$ cat src/rtl/b64d_pkg.sv
package b64d_pkg;

  localparam logic [7:0] PAD_CHAR = 8'h3D;

  localparam logic [1:0] STATUS_OK       = 2'd0;
  localparam logic [1:0] STATUS_BAD_CHAR = 2'd1;
  localparam logic [1:0] STATUS_BAD_LEN  = 2'd2;

  typedef struct packed {
    logic [7:0] char_in;
    logic       final_char;
  } b64d_in_t;

  typedef struct packed {
    logic [7:0] data_byte;
    logic       final_byte;
    logic [1:0] status;
  } b64d_out_t;

  // one decoded group waiting for byte emission
  typedef struct packed {
    logic [23:0] word;
    logic [1:0]  count;
    logic        last;
    logic [1:0]  status;
  } b64d_rec_t;

endpackage

$ cat src/rtl/b64d_front.sv
module b64d_front
  import b64d_pkg::*;
(
  input  logic      clk,
  input  logic      rst_n,
  input  logic      in_valid,
  input  b64d_in_t  in_data,
  input  logic      q_full,
  output logic      in_stall,
  output logic      push,
  output b64d_rec_t push_rec
);

  logic [17:0] acc_r, acc_nxt;
  logic [1:0]  pos_r, pos_nxt;
  logic        bad_r, bad_nxt;
  logic        third_pad_r, third_pad_nxt;

  logic        accept;
  logic [7:0]  c;
  logic [7:0]  diff;
  logic [5:0]  v;
  logic        char_ok;
  logic        is_pad;
  logic        last;
  logic        bad_any;
  logic [1:0]  drops;

  assign in_stall = q_full;
  assign accept   = in_valid && !q_full;
  assign c        = in_data.char_in;
  assign last     = in_data.final_char;
  assign is_pad   = (c == PAD_CHAR);

  // alphabet lookup
  always_comb begin
    char_ok = 1'b1;
    diff    = 8'd0;
    priority if (c >= 8'h41 && c <= 8'h5A) begin
      diff = c - 8'h41;
    end else if (c >= 8'h61 && c <= 8'h7A) begin
      diff = c - 8'h47;
    end else if (c >= 8'h30 && c <= 8'h39) begin
      diff = c + 8'h04;
    end else if (c == 8'h2B) begin
      diff = 8'd62;
    end else if (c == 8'h2F) begin
      diff = 8'd63;
    end else if (is_pad) begin
      diff = 8'd0;
    end else begin
      diff    = 8'd0;
      char_ok = 1'b0;
    end
    v = diff[5:0];
  end

  always_comb begin
    bad_any = bad_r | ~char_ok;
    drops   = {1'b0, last & is_pad} + {1'b0, last & third_pad_r};

    push     = accept && ((pos_r == 2'd3) || last);
    push_rec = '0;
    if (pos_r == 2'd3) begin
      push_rec.word   = {acc_r, v};
      push_rec.count  = 2'd3 - drops;
      push_rec.last   = last;
      push_rec.status = (last && bad_any) ? STATUS_BAD_CHAR : STATUS_OK;
    end else begin
      // final character inside an open group
      push_rec.word   = 24'd0;
      push_rec.count  = 2'd1;
      push_rec.last   = 1'b1;
      push_rec.status = STATUS_BAD_LEN;
    end

    acc_nxt       = acc_r;
    pos_nxt       = pos_r;
    bad_nxt       = bad_r;
    third_pad_nxt = third_pad_r;
    if (accept) begin
      bad_nxt = bad_any;
      if (pos_r == 2'd3) begin
        acc_nxt       = 18'd0;
        pos_nxt       = 2'd0;
        third_pad_nxt = 1'b0;
      end else begin
        acc_nxt = {acc_r[11:0], v};
        pos_nxt = pos_r + 2'd1;
        if (pos_r == 2'd2) begin
          third_pad_nxt = is_pad;
        end
      end
      if (last) begin
        acc_nxt       = 18'd0;
        pos_nxt       = 2'd0;
        bad_nxt       = 1'b0;
        third_pad_nxt = 1'b0;
      end
    end
  end

  always_ff @(posedge clk) begin
    if (!rst_n) begin
      acc_r       <= 18'd0;
      pos_r       <= 2'd0;
      bad_r       <= 1'b0;
      third_pad_r <= 1'b0;
    end else begin
      acc_r       <= acc_nxt;
      pos_r       <= pos_nxt;
      bad_r       <= bad_nxt;
      third_pad_r <= third_pad_nxt;
    end
  end

  a_stream_restart: assert property (@(posedge clk) disable iff (!rst_n)
    accept && last |=> pos_r == 2'd0 && !bad_r && !third_pad_r)
    else $error("front state not cleared after final character");

  a_push_count: assert property (@(posedge clk) disable iff (!rst_n)
    push |-> push_rec.count != 2'd0)
    else $error("group pushed with no bytes");

endmodule

$ cat src/rtl/b64d_queue.sv
module b64d_queue
  import b64d_pkg::*;
#(
  parameter int DEPTH = 4
) (
  input  logic      clk,
  input  logic      rst_n,
  input  logic      push,
  input  b64d_rec_t push_rec,
  input  logic      pop,
  output logic      full,
  output logic      not_empty,
  output b64d_rec_t head
);

  localparam int PTR_W = (DEPTH > 1) ? $clog2(DEPTH) : 1;
  localparam int CNT_W = $clog2(DEPTH + 1);

  b64d_rec_t          slots_r [DEPTH];
  logic [PTR_W-1:0]   wr_ptr_r, rd_ptr_r;
  logic [CNT_W-1:0]   count_r;

  assign full      = (count_r == CNT_W'(DEPTH));
  assign not_empty = (count_r != '0);
  assign head      = slots_r[rd_ptr_r];

  always_ff @(posedge clk) begin
    if (push) begin
      slots_r[wr_ptr_r] <= push_rec;
    end
  end

  always_ff @(posedge clk) begin
    if (!rst_n) begin
      wr_ptr_r <= '0;
      rd_ptr_r <= '0;
      count_r  <= '0;
    end else begin
      if (push) begin
        wr_ptr_r <= (wr_ptr_r == PTR_W'(DEPTH - 1)) ? '0 : wr_ptr_r + 1'b1;
      end
      if (pop) begin
        rd_ptr_r <= (rd_ptr_r == PTR_W'(DEPTH - 1)) ? '0 : rd_ptr_r + 1'b1;
      end
      unique case ({push, pop})
        2'b10:   count_r <= count_r + 1'b1;
        2'b01:   count_r <= count_r - 1'b1;
        default: count_r <= count_r;
      endcase
    end
  end

  a_no_overflow: assert property (@(posedge clk) disable iff (!rst_n)
    push |-> !full)
    else $error("push into full queue");

  a_no_underflow: assert property (@(posedge clk) disable iff (!rst_n)
    pop |-> not_empty)
    else $error("pop from empty queue");

endmodule

$ cat src/rtl/b64d_back.sv
module b64d_back
  import b64d_pkg::*;
(
  input  logic      clk,
  input  logic      rst_n,
  input  logic      q_not_empty,
  input  b64d_rec_t q_head,
  output logic      pop,
  output logic      out_valid,
  output b64d_out_t out_data,
  input  logic      out_stall
);

  b64d_rec_t  cur_r, cur_nxt;
  logic       cur_valid_r, cur_valid_nxt;
  logic [1:0] idx_r, idx_nxt;
  logic       is_last_byte;
  logic       take;

  assign out_valid    = cur_valid_r;
  assign is_last_byte = (idx_r == cur_r.count - 2'd1);
  assign take         = cur_valid_r && !out_stall;

  always_comb begin
    unique case (idx_r)
      2'd0:    out_data.data_byte = cur_r.word[23:16];
      2'd1:    out_data.data_byte = cur_r.word[15:8];
      default: out_data.data_byte = cur_r.word[7:0];
    endcase
    out_data.final_byte = cur_r.last && is_last_byte;
    out_data.status     = out_data.final_byte ? cur_r.status : STATUS_OK;
  end

  always_comb begin
    cur_nxt       = cur_r;
    cur_valid_nxt = cur_valid_r;
    idx_nxt       = idx_r;
    pop           = 1'b0;
    if (!cur_valid_r || (take && is_last_byte)) begin
      // current group done or none held: load the next one
      pop           = q_not_empty;
      cur_valid_nxt = q_not_empty;
      idx_nxt       = 2'd0;
      if (q_not_empty) begin
        cur_nxt = q_head;
      end
    end else if (take) begin
      idx_nxt = idx_r + 2'd1;
    end
  end

  always_ff @(posedge clk) begin
    cur_r <= cur_nxt;
  end

  always_ff @(posedge clk) begin
    if (!rst_n) begin
      cur_valid_r <= 1'b0;
      idx_r       <= 2'd0;
    end else begin
      cur_valid_r <= cur_valid_nxt;
      idx_r       <= idx_nxt;
    end
  end

  a_idx_in_range: assert property (@(posedge clk) disable iff (!rst_n)
    cur_valid_r |-> cur_r.count != 2'd0 && idx_r < cur_r.count)
    else $error("byte index outside group");

  a_hold_on_stall: assert property (@(posedge clk) disable iff (!rst_n)
    cur_valid_r && out_stall |=> cur_valid_r && $stable(idx_r))
    else $error("result changed while stalled");

endmodule

$ cat src/rtl/base64_decoder_unit.sv
// Base64 text decoder. Takes one character per cycle and returns decoded bytes one per
// cycle while out_stall is low; each group of four characters yields three bytes (fewer
// for trailing pads in the final group). The front end decodes and packs characters into
// 24-bit groups, a QUEUE_DEPTH entry group queue decouples it from the back end, which
// serializes one byte per cycle. Input stalls only while the group queue is full. The
// last result of a stream carries the status: ok, invalid character seen, or length not
// a multiple of four (one zero byte in that case).
module base64_decoder_unit
  import b64d_pkg::*;
#(
  parameter int QUEUE_DEPTH = 4
) (
  input  logic      clk,
  input  logic      rst_n,
  input  logic      in_valid,
  input  b64d_in_t  in_data,
  output logic      in_stall,
  output logic      out_valid,
  output b64d_out_t out_data,
  input  logic      out_stall
);

  logic      push;
  b64d_rec_t push_rec;
  logic      pop;
  logic      q_full;
  logic      q_not_empty;
  b64d_rec_t q_head;

  b64d_front u_front (
    .clk      (clk),
    .rst_n    (rst_n),
    .in_valid (in_valid),
    .in_data  (in_data),
    .q_full   (q_full),
    .in_stall (in_stall),
    .push     (push),
    .push_rec (push_rec)
  );

  b64d_queue #(
    .DEPTH (QUEUE_DEPTH)
  ) u_queue (
    .clk       (clk),
    .rst_n     (rst_n),
    .push      (push),
    .push_rec  (push_rec),
    .pop       (pop),
    .full      (q_full),
    .not_empty (q_not_empty),
    .head      (q_head)
  );

  b64d_back u_back (
    .clk         (clk),
    .rst_n       (rst_n),
    .q_not_empty (q_not_empty),
    .q_head      (q_head),
    .pop         (pop),
    .out_valid   (out_valid),
    .out_data    (out_data),
    .out_stall   (out_stall)
  );

endmodule
$ cat config.mk
export PLATFORM = sky130hd
export DESIGN_NAME = base64_decoder_unit
export DESIGN_NICKNAME = d
export VERILOG_FILES = /design/src/rtl/b64d_pkg.sv /design/src/rtl/b64d_front.sv /design/src/rtl/b64d_queue.sv /design/src/rtl/b64d_back.sv /design/src/rtl/base64_decoder_unit.sv
export SDC_FILE = /design/constraint.sdc
export NUM_CORES = 1
export LEC_CHECK = 0
export BUFFER_PORTS_ARGS = -buffer_cell sky130_fd_sc_hd__buf_2
export CAP_MARGIN = 20
export CORE_MARGIN = 5
export CORE_UTILIZATION = 35
export DETAILED_ROUTE_END_ITERATION = 10
export PLACE_DENSITY = 0.58
export SYNTH_ARGS = -nofsm -noshare
export SYNTH_HDL_FRONTEND = slang
export SYNTH_HIERARCHICAL = 1
export SYNTH_SLANG_ARGS = --single-unit
$ cat constraint.sdc
create_clock -name clk -period 2.8 [get_ports clk]
set_clock_uncertainty 0.15 [all_clocks]
set_input_delay 0.84 -clock clk [delete_from_list [all_inputs] [get_ports clk]]
set_output_delay 0.84 -clock clk [all_outputs]
set_load 0.005 [all_outputs]
[Word-level counts from Yosys, hierarchy flattened]
Memory sizes are Yosys's and may differ from the RTL's. A register that Yosys moved wholly into a read port is not among the register bits.
Cells that the tools add are included.
Operators by class
  magnitude comparators: 6
  bitwise logic cells: 5
  equality and inequality tests: 12
  reductions and logical operators: 21
  muxes and demuxes: 29
  $add $sub $neg: 12
Operators by type and width (number)
  18-bit two-way mux: 2
  6-bit two-way mux: 5
  29-bit two-way mux: 1
  8-bit by 6-bit equality test with 1-bit output, second input constant: 3
  8-bit by 7-bit >= comparator with 1-bit output, second input constant: 2
  8-bit by 7-bit less-or-equal comparator with 1-bit output, second input constant: 2
  8-bit case mux with 2 select lines: 1
  1-bit two-way mux: 14
  2-bit equality test, second input constant: 5
  2-bit two-way mux: 5
  1-bit logical AND: 9
  2-bit by 1-bit adder with 2-bit output, second input constant: 4
  8-bit by 6-bit >= comparator with 1-bit output, second input constant: 1
  8-bit by 6-bit less-or-equal comparator with 1-bit output, second input constant: 1
  6-bit by 3-bit adder with 6-bit output, second input constant: 1
  3-bit case mux with 2 select lines: 1
  3-bit nonzero test: 2
  6-bit by 1-bit subtractor with 6-bit output, second input constant: 1
  6-bit by 3-bit subtractor with 6-bit output, second input constant: 1
  2-bit by 1-bit equality test with 1-bit output, second input constant: 2
  2-bit AND reduction: 2
  3-bit by 1-bit adder with 3-bit output, second input constant: 1
  3-bit equality test, second input constant: 1
  1-bit logical NOT: 3
  12 further kinds: 15
Storage, ports and cells
  word-level logic and storage cells: 95
  RAM bits: 116
  bits in registers: 32
  memories kept: 1
Memories
  u_queue.slots_r: depth 4, bits a word 29, read ports 1, clocked after memory_dff 1, wr ports 1, line b64d_queue.sv:19  | b64d_rec_t slots_r [DEPTH];

[Depth between registers and ports, before layout]
Gate-level depths: netlist of run 1.
  depth in word-level cells: 12
  mapped depth: 11
  gate-level depth less buffers: 9

[By module]
The synthesis of run 1 kept the hierarchy.
Modules (own cells, without submodules)
  b64d_queue: area an instance 4649.5 um^2, seq. area each 3663.5 um^2, cells each 194, instances 1
  b64d_front: area an instance 1591.5 um^2, seq. area each 440.4 um^2, cells each 200, instances 1
  b64d_back: area an instance 1219.9 um^2, seq. area each 930.9 um^2, cells each 81, instances 1

[Worst setup path after synthesis of run 1]
No wires, ideal clock.
  path kind: register to register
  start point: reg u_back/cur_r[4] in the netlist's numbering
  end point: reg u_queue.count_r[2]
  required time: 2.574 ns
  stages on the path, launching flop included: 9
  setup slack: -0.220 ns
  clock period less this slack: 3.020 ns
  buffers on the path: 0
  data arrival time: 2.794 ns
  path through: edfxtp_1 > xnor2_1 > mux2i_2 > a31o_1 > ha_1 > fa_1 > xnor2_1 > or3_1 > a21boi_0
On the way
  longest elaborated chain between the ends: 7
Ends and longest elaborated chain
  start, declared: line b64d_back.sv:14  | b64d_rec_t cur_r, cur_nxt;
  start signal, assigned: line b64d_back.sv:53  | cur_r <= cur_nxt;
  2-bit by 1-bit subtractor with 2-bit output (*): line b64d_back.sv:21  | assign is_last_byte = (idx_r == cur_r.count - 2'd1);
  2-bit equality test (*): line b64d_back.sv:21
  1-bit logical AND (*): line b64d_back.sv:39  | if (!cur_valid_r || (take && is_last_byte)) begin
  1-bit logical OR (*): line b64d_back.sv:39
  1-bit two-way mux (*): line b64d_back.sv:39
  via pop: line base64_decoder_unit.sv:25  | logic pop;
  2-bit by 1-bit equality test with 1-bit output or 2-bit equality test (tied branches): line b64d_queue.sv:45  | unique case ({push, pop})
  3-bit case mux with 2 select lines or 2-bit nonzero test (tied branches)
  end signal, assigned: line b64d_queue.sv:46  | 2'b10: count_r <= count_r + 1'b1;
  end signal, assigned: line b64d_queue.sv:47  | 2'b01: count_r <= count_r - 1'b1;
  end signal, assigned: line b64d_queue.sv:48  | default: count_r <= count_r;
  end, declared: line b64d_queue.sv:21  | logic [CNT_W-1:0] count_r;
The timed path passes the listed nets; every way through them passes the cells marked *.
A chain may end at the register's enable or synchronous reset.

==> results of run 1 <==
sequential cells by signal, indices dropped and copies added (netlist names), named ones only:
name,cells
u_front/pos_r,2
u_front/third_pad_r,1
u_back/idx_r,2
u_queue/count_r,3
u_front/acc_r,18
u_back/cur_r,29
u_queue/wr_ptr_r,2
u_front/bad_r,1
u_back/out_valid,1
u_queue/slots_r,116
u_queue/rd_ptr_r,2
metrics by stage:
step | power (µW) | instance area [µm²] | utilization | setup TNS [ps] | std cells
2_1_floorplan | 4570 | 7480 | - | 0 | 475
3_3_place_gp | 5060 | 8200 | 0.390 | -1930 | 796
3_5_place_dp | 5120 | 8200 | 0.390 | -3680 | 796
4_1_cts | 7500 | 8810 | 0.419 | 0 | 829
5_1_grt | 7780 | 8820 | 0.419 | 0 | 829
6_report | 7390 | 8820 | 0.419 | 0 | 829
cells by family (layout without fill, tap and decap cells):
family	Yosys count	in the layout
compound gates	66	66
mux	34	34
buf+inv	35	114
simple gates	135	135
flops	179	179
xor+xnor	5	5
fa+ha+maj	21	21
layer usage:
metal	track usage	part of all wire	up-vias
met5	0	0	-
met4	0.0363	0.0081	0
met3	0.0336	0.042	14
met2	0.221	0.51	74
met1	0.166	0.44	2050
li1	-	-	1946
report_power, final:
group          internal, µW  switching [µW]  total (µW)
combinational           727             810        1540
sequential             3320             175        3500
clock                  1410             955        2360
worst paths after layout:
path / start / end / slack, ps / cells past startpoint
worst min register to register: u_front/acc_r[1] / u_front/acc_r[1] / 310 / 2
worst min-delay path: u_front/acc_r[1] / u_front/acc_r[1] / 310 / 2
worst max-delay path: u_back/idx_r[1] / out_data[0] / 110 / 5
worst max register to register: u_back/idx_r[1] / u_queue/count_r[2] / 160 / 10
synth_stat cells (all sizes together), types with 8 or more instances:
cell / count
clkbuf: 13
edfxtp: 145
buf: 8
and2: 28
nor2: 16
o21ai: 8
nand2: 32
dfxtp: 34
inv: 14
mux4: 29
a21oi: 10
a22oi: 21
ha: 20
nor2b: 22
tightest hold or removal path: cells and delay by family (launching register included):
kind               cells  cell delay, ps
DFF                    1             320
and+or+nand+nor        1              50
AOI/OAI and AO/OA      1              50
area by class of cell:
type / count / share of cell area
timing repair buffer: 68 / 0.0579
sequential: 179 / 0.571
tap: 275 / 0.0390
multi-input combinational: 261 / 0.259
clock buffer: 20 / 0.0495
inverter: 14 / 0.00596
clock inverter: 12 / 0.0176
timing repair:
action | in CTS | in global routing
cloned | 0 | 0
hold buffers | 0 | 0
setup buffers | 1 | 0
endpoints found under the setup margin | 11 | 4
resized for setup | 2 | 2
==> results.json, run 1 <==
{
  "ioPinCount": 26,
  "worst_setup_path_start_kind": "register",
  "crit_fanout": 5,
  "dp_slack_ps": -194,
  "synthAdderAreaFrac": 0.0362,
  "clock-sinks": 179,
  "multi_input_area_um2": 2280,
  "clk_latency_ps": 420,
  "rsz0062_at_grt": "no",
  "fin_crit_ps": 2690,
  "gp_congestion": 0.799,
  "synth_area_um2": 7460,
  "drcViolationCount": 0,
  "setup_violations": 0,
  "cts_tree": "done",
  "drive_gt1_frac": 0.247,
  "status": "complete, no violations",
  "syn-instance-count": 475,
  "vias": 4084,
  "wirelength_um": 14700,
  "fp-row-count": 53,
  "post_drt_wl_per_cell_um": 17.7,
  "grt_pass1_wl_um": 24200,
  "seq_area_um2": 5040,
  "layout_common_cells": "145 x edfxtp_1, 38 x buf_4, 33 x dfxtp_1",
  "track_usage": 0.130,
  "drtAntennaViolNets": 0,
  "ys_ff_latch": 179,
  "setup_slack_ps": 110,
  "worst_path_max_delay_cell": "mux2i_2",
  "period_share": 0.961,
  "grt_max_degree": 33,
  "critPathCaptureType": "output port",
  "dp_hpwl_um": 9470,
  "ys.flop_type": "edfxtp_1",
  "yosysTopAreaCell": "edfxtp_1",
  "dieArea_um2": 24300,
  "tightestPinTransition_ps": 500,
  "die_w_um": 156,
  "clk_pin_slew_ps": 60,
  "grt.overflow.total": 0,
  "avgSynthCellArea_um2": 15.7,
  "ys_warn_count": 6,
  "clock.fmax_mhz": 372,
  "ys_types": 58,
  "netlist_top_cells_area": "edfxtp_1 58%, dfxtp_1 9.1%, mux4_2 8.5%, ha_1 3.4%, and2_1 2.3%",
  "hp-class": "reg -> reg",
  "async_flop_share": 0,
  "ys_seq_area_frac": 0.675,
  "path_delay_family": "multiplexers",
  "cts_root_buffer": "clkbuf_16",
  "path_class": "reg -> out",
  "maxCapViolCount": 0,
  "synth_compound_gate_area_share": 0.0662,
  "slew_headroom": 0.666,
  "htree_levels": 4,
  "core_um2": 21000,
  "port_buffers": 25,
  "finalNetCount": 575,
  "worstPathArrival_ps": 1700,
  "final_common_cell": "edfxtp_1",
  "powerDensity_nw_per_um2": 838,
  "worstPathCellList": "buf_4 -> xnor2_2 -> mux2i_2 -> and3_1 -> buf_2",
  "cts_buffer_depth": 2,
  "synth_top_family_by_area": "simple AND/OR/NAND/NOR gates",
  "syn_to_final_growth_pct": 18.2,
  "cts_buffers": 17,
  "synth_top_cell_area_share": 0.584,
  "start_util": 0.355,
  "drv_slew": 0,
  "synth-xor-area-share": 0.00587,
  "crit_required_ps": 1810,
  "synth_fp_nets": 509,
  "first_pass_iters": 4,
  "synth_simple_gate_area_share": 0.0993,
  "fillCellCount": 1903,
  "synthMuxAreaShare": 0.0953,
  "grt_pass1_vias": 4372,
  "p_leak_uw": 0.00317,
  "path_buf_inv": 2,
  "viasPerCell": 4.93,
  "cpPeakStageDelay_ps": 340,
  "fp.dieH_um": 156,
  "hold_violations": 0,
  "drt_iter0_drc": 293,
  "max-vdd-ir-drop_mv": 0.396,
  "holdWs_ps": 314,
  "synth_edf_count": 145,
  "antenna_cells": 0,
  "antenna_found_initial": 0
}
(Power assumes the default switching activity.)
==> run 2: changes to the inputs <==
--- a/config.mk
+++ b/config.mk
@@ -10,7 +10,8 @@
 export CORE_MARGIN = 5
 export CORE_UTILIZATION = 35
 export DETAILED_ROUTE_END_ITERATION = 10
-export PLACE_DENSITY = 0.58
+export MAX_ROUTING_LAYER = met4
+export PLACE_DENSITY = 0.56
 export SYNTH_ARGS = -nofsm -noshare
 export SYNTH_HDL_FRONTEND = slang
 export SYNTH_HIERARCHICAL = 1
==> constraint.sdc (replaced) <==
create_clock -name clk -period 2.49 [get_ports clk]
set_clock_uncertainty 0.15 [all_clocks]
set_input_delay 0.747 -clock clk [delete_from_list [all_inputs] [get_ports clk]]
set_output_delay 0.747 -clock clk [all_outputs]
set_load 0.005 [all_outputs]
==> run 2 against run 1 <==
Sequential cell count did not move; combinational power rose by 31%; die area did not move; the run now ends with negative setup slack left; via count rose by 2.0%; core utilization rose by 1.8 points; clock power rose by 20%; highest routed layer unchanged; first-iteration DRC count fell by 30%.
==> results.json, run 2 (synthesis gave the netlist of run 1 again) <==
{
  "status": "finished, violations left",
  "violations": "negative setup slack",
  "reg2reg_slack_ps": 100,
  "fillCellCount": 1841,
  "grt.overflow.total": 0,
  "drt_iter0_drc": 204,
  "drv_slew": 0,
  "antenna_cells": 0,
  "fp.dieH_um": 156,
  "syn_to_final_growth_pct": 23.2,
  "antenna_found_initial": 0,
  "cts_buffer_depth": 2,
  "slew_headroom": 0.684,
  "first_pass_iters": 4,
  "rsz0062_at_grt": "yes",
  "maxCapViolCount": 0,
  "cp-startpoint": "u_back/cur_r[4]",
  "holdWs_ps": 329,
  "critPathCaptureType": "output port",
  "cts_root_buffer": "clkbuf_16",
  "layout_common_cells": "145 x edfxtp_1, 44 x buf_4, 31 x dfxtp_1",
  "viasPerCell": 4.97,
  "post_drt_wl_per_cell_um": 17.5,
  "ioPinCount": 26,
  "max-vdd-ir-drop_mv": 0.519,
  "cts_tree": "done",
  "grt_max_degree": 33,
  "clk_pin_slew_ps": 60,
  "finalNetCount": 585,
  "grt_pass1_vias": 4451,
  "final_common_cell": "edfxtp_1",
  "fp-row-count": 53,
  "drtAntennaViolNets": 0,
  "reg_top3": "u_queue/slots_r x116, u_back/cur_r x29, u_front/acc_r x18",
  "path_class": "reg -> out",
  "hp-class": "reg -> reg",
  "tightestPinTransition_ps": 473,
  "hold_buffers": 0,
  "grt_pass1_wl_um": 23900,
  "core_um2": 21000,
  "track_usage": 0.131,
  "dieArea_um2": 24300,
  "clock.fmax_mhz": 395,
  "multi_input_area_um2": 2480,
  "powerDensity_nw_per_um2": 952,
  "crit_required_ps": 1590,
  "setup_slack_ps": -39.5,
  "start_util": 0.355,
  "p_total_uw": 8750,
  "worstPathArrival_ps": 1630,
  "worstHoldStart": "u_front/acc_r[1]",
  "period_share": 1.02,
  "vias": 4166,
  "htree_levels": 4,
  "final.setup.tns_ps": -93.3,
  "clk_latency_ps": 420,
  "dp_hpwl_um": 9210,
  "hold_violations": 0,
  "p_leak_uw": 0.00329,
  "setup_violations": 3,
  "top_register": "u_queue/slots_r",
  "fin_crit_ps": 2530,
  "wirelength_um": 14700,
  "die_w_um": 156,
  "drive_gt1_frac": 0.342,
  "port_buffers": 25,
  "timing.rr.start": "u_queue/count_r[1]",
  "cts_buffers": 17,
  "crit_fanout": 5,
  "largest_reg_flops": 116,
  "gp_congestion": 0.880,
  "drcViolationCount": 0,
  "clock-sinks": 179,
  "worst_setup_path_start_kind": "register",
  "seq_area_um2": 5040
}
## run 2: path summary, 6_finish.rpt
path,end,cells after the start
max,out_data[1],4
min,u_front/acc_r[1],2
max reg2reg,u_queue/count_r[2],8
min reg2reg,u_front/acc_r[1],2
## run 2: worst max-delay path: stages, from the launching register on
cell and delay [ps]:
edfxtp_1 410, xnor2_2 210, mux2i_4 310, and3_1 180, buf_2 110
## run 2: layout make-up
class	instances	share of cell area
sequential	179	0.549
multi-input combinational	261	0.270
timing repair buffer	78	0.0694
clock buffer	19	0.0471
tap	275	0.0374
clock inverter	13	0.0215
inverter	14	0.00640
## run 2: power breakdown
part | switching [µW] | leakage (µW) | internal, µW
Clock | 1120 | 0.000309 | 1710
Sequential | 174 | 0.00172 | 3740
Combinational | 1020 | 0.00126 | 986
Total | 2320 | 0.00329 | 6430
## run 2: timing repair
item / in CTS / in global routing
setup buffers: 2 / 2
resized for setup: 28 / 19
setup endpoints to repair: 11 / 28
pin swaps: 8 / 13
## run 2: metrics by stage
step	util	setup slack, ps	instance area [µm²]	instances
3_5_place_dp	0.397	-409	8350	803
2_1_floorplan	-	-51.7	7570	475
5_1_grt	0.437	-137	9200	839
6_report	0.437	-39.5	9200	839
4_1_cts	0.433	-108	9100	837
3_3_place_gp	0.397	-313	8350	803
## run 2: per-layer routing
metal  GRT usage  share of wire  wire [µm]
met2       0.216           0.50       7320
met5           -              0          0
met4      0.0404          0.015        217
met3      0.0280          0.042        617
met1       0.164           0.45       6570
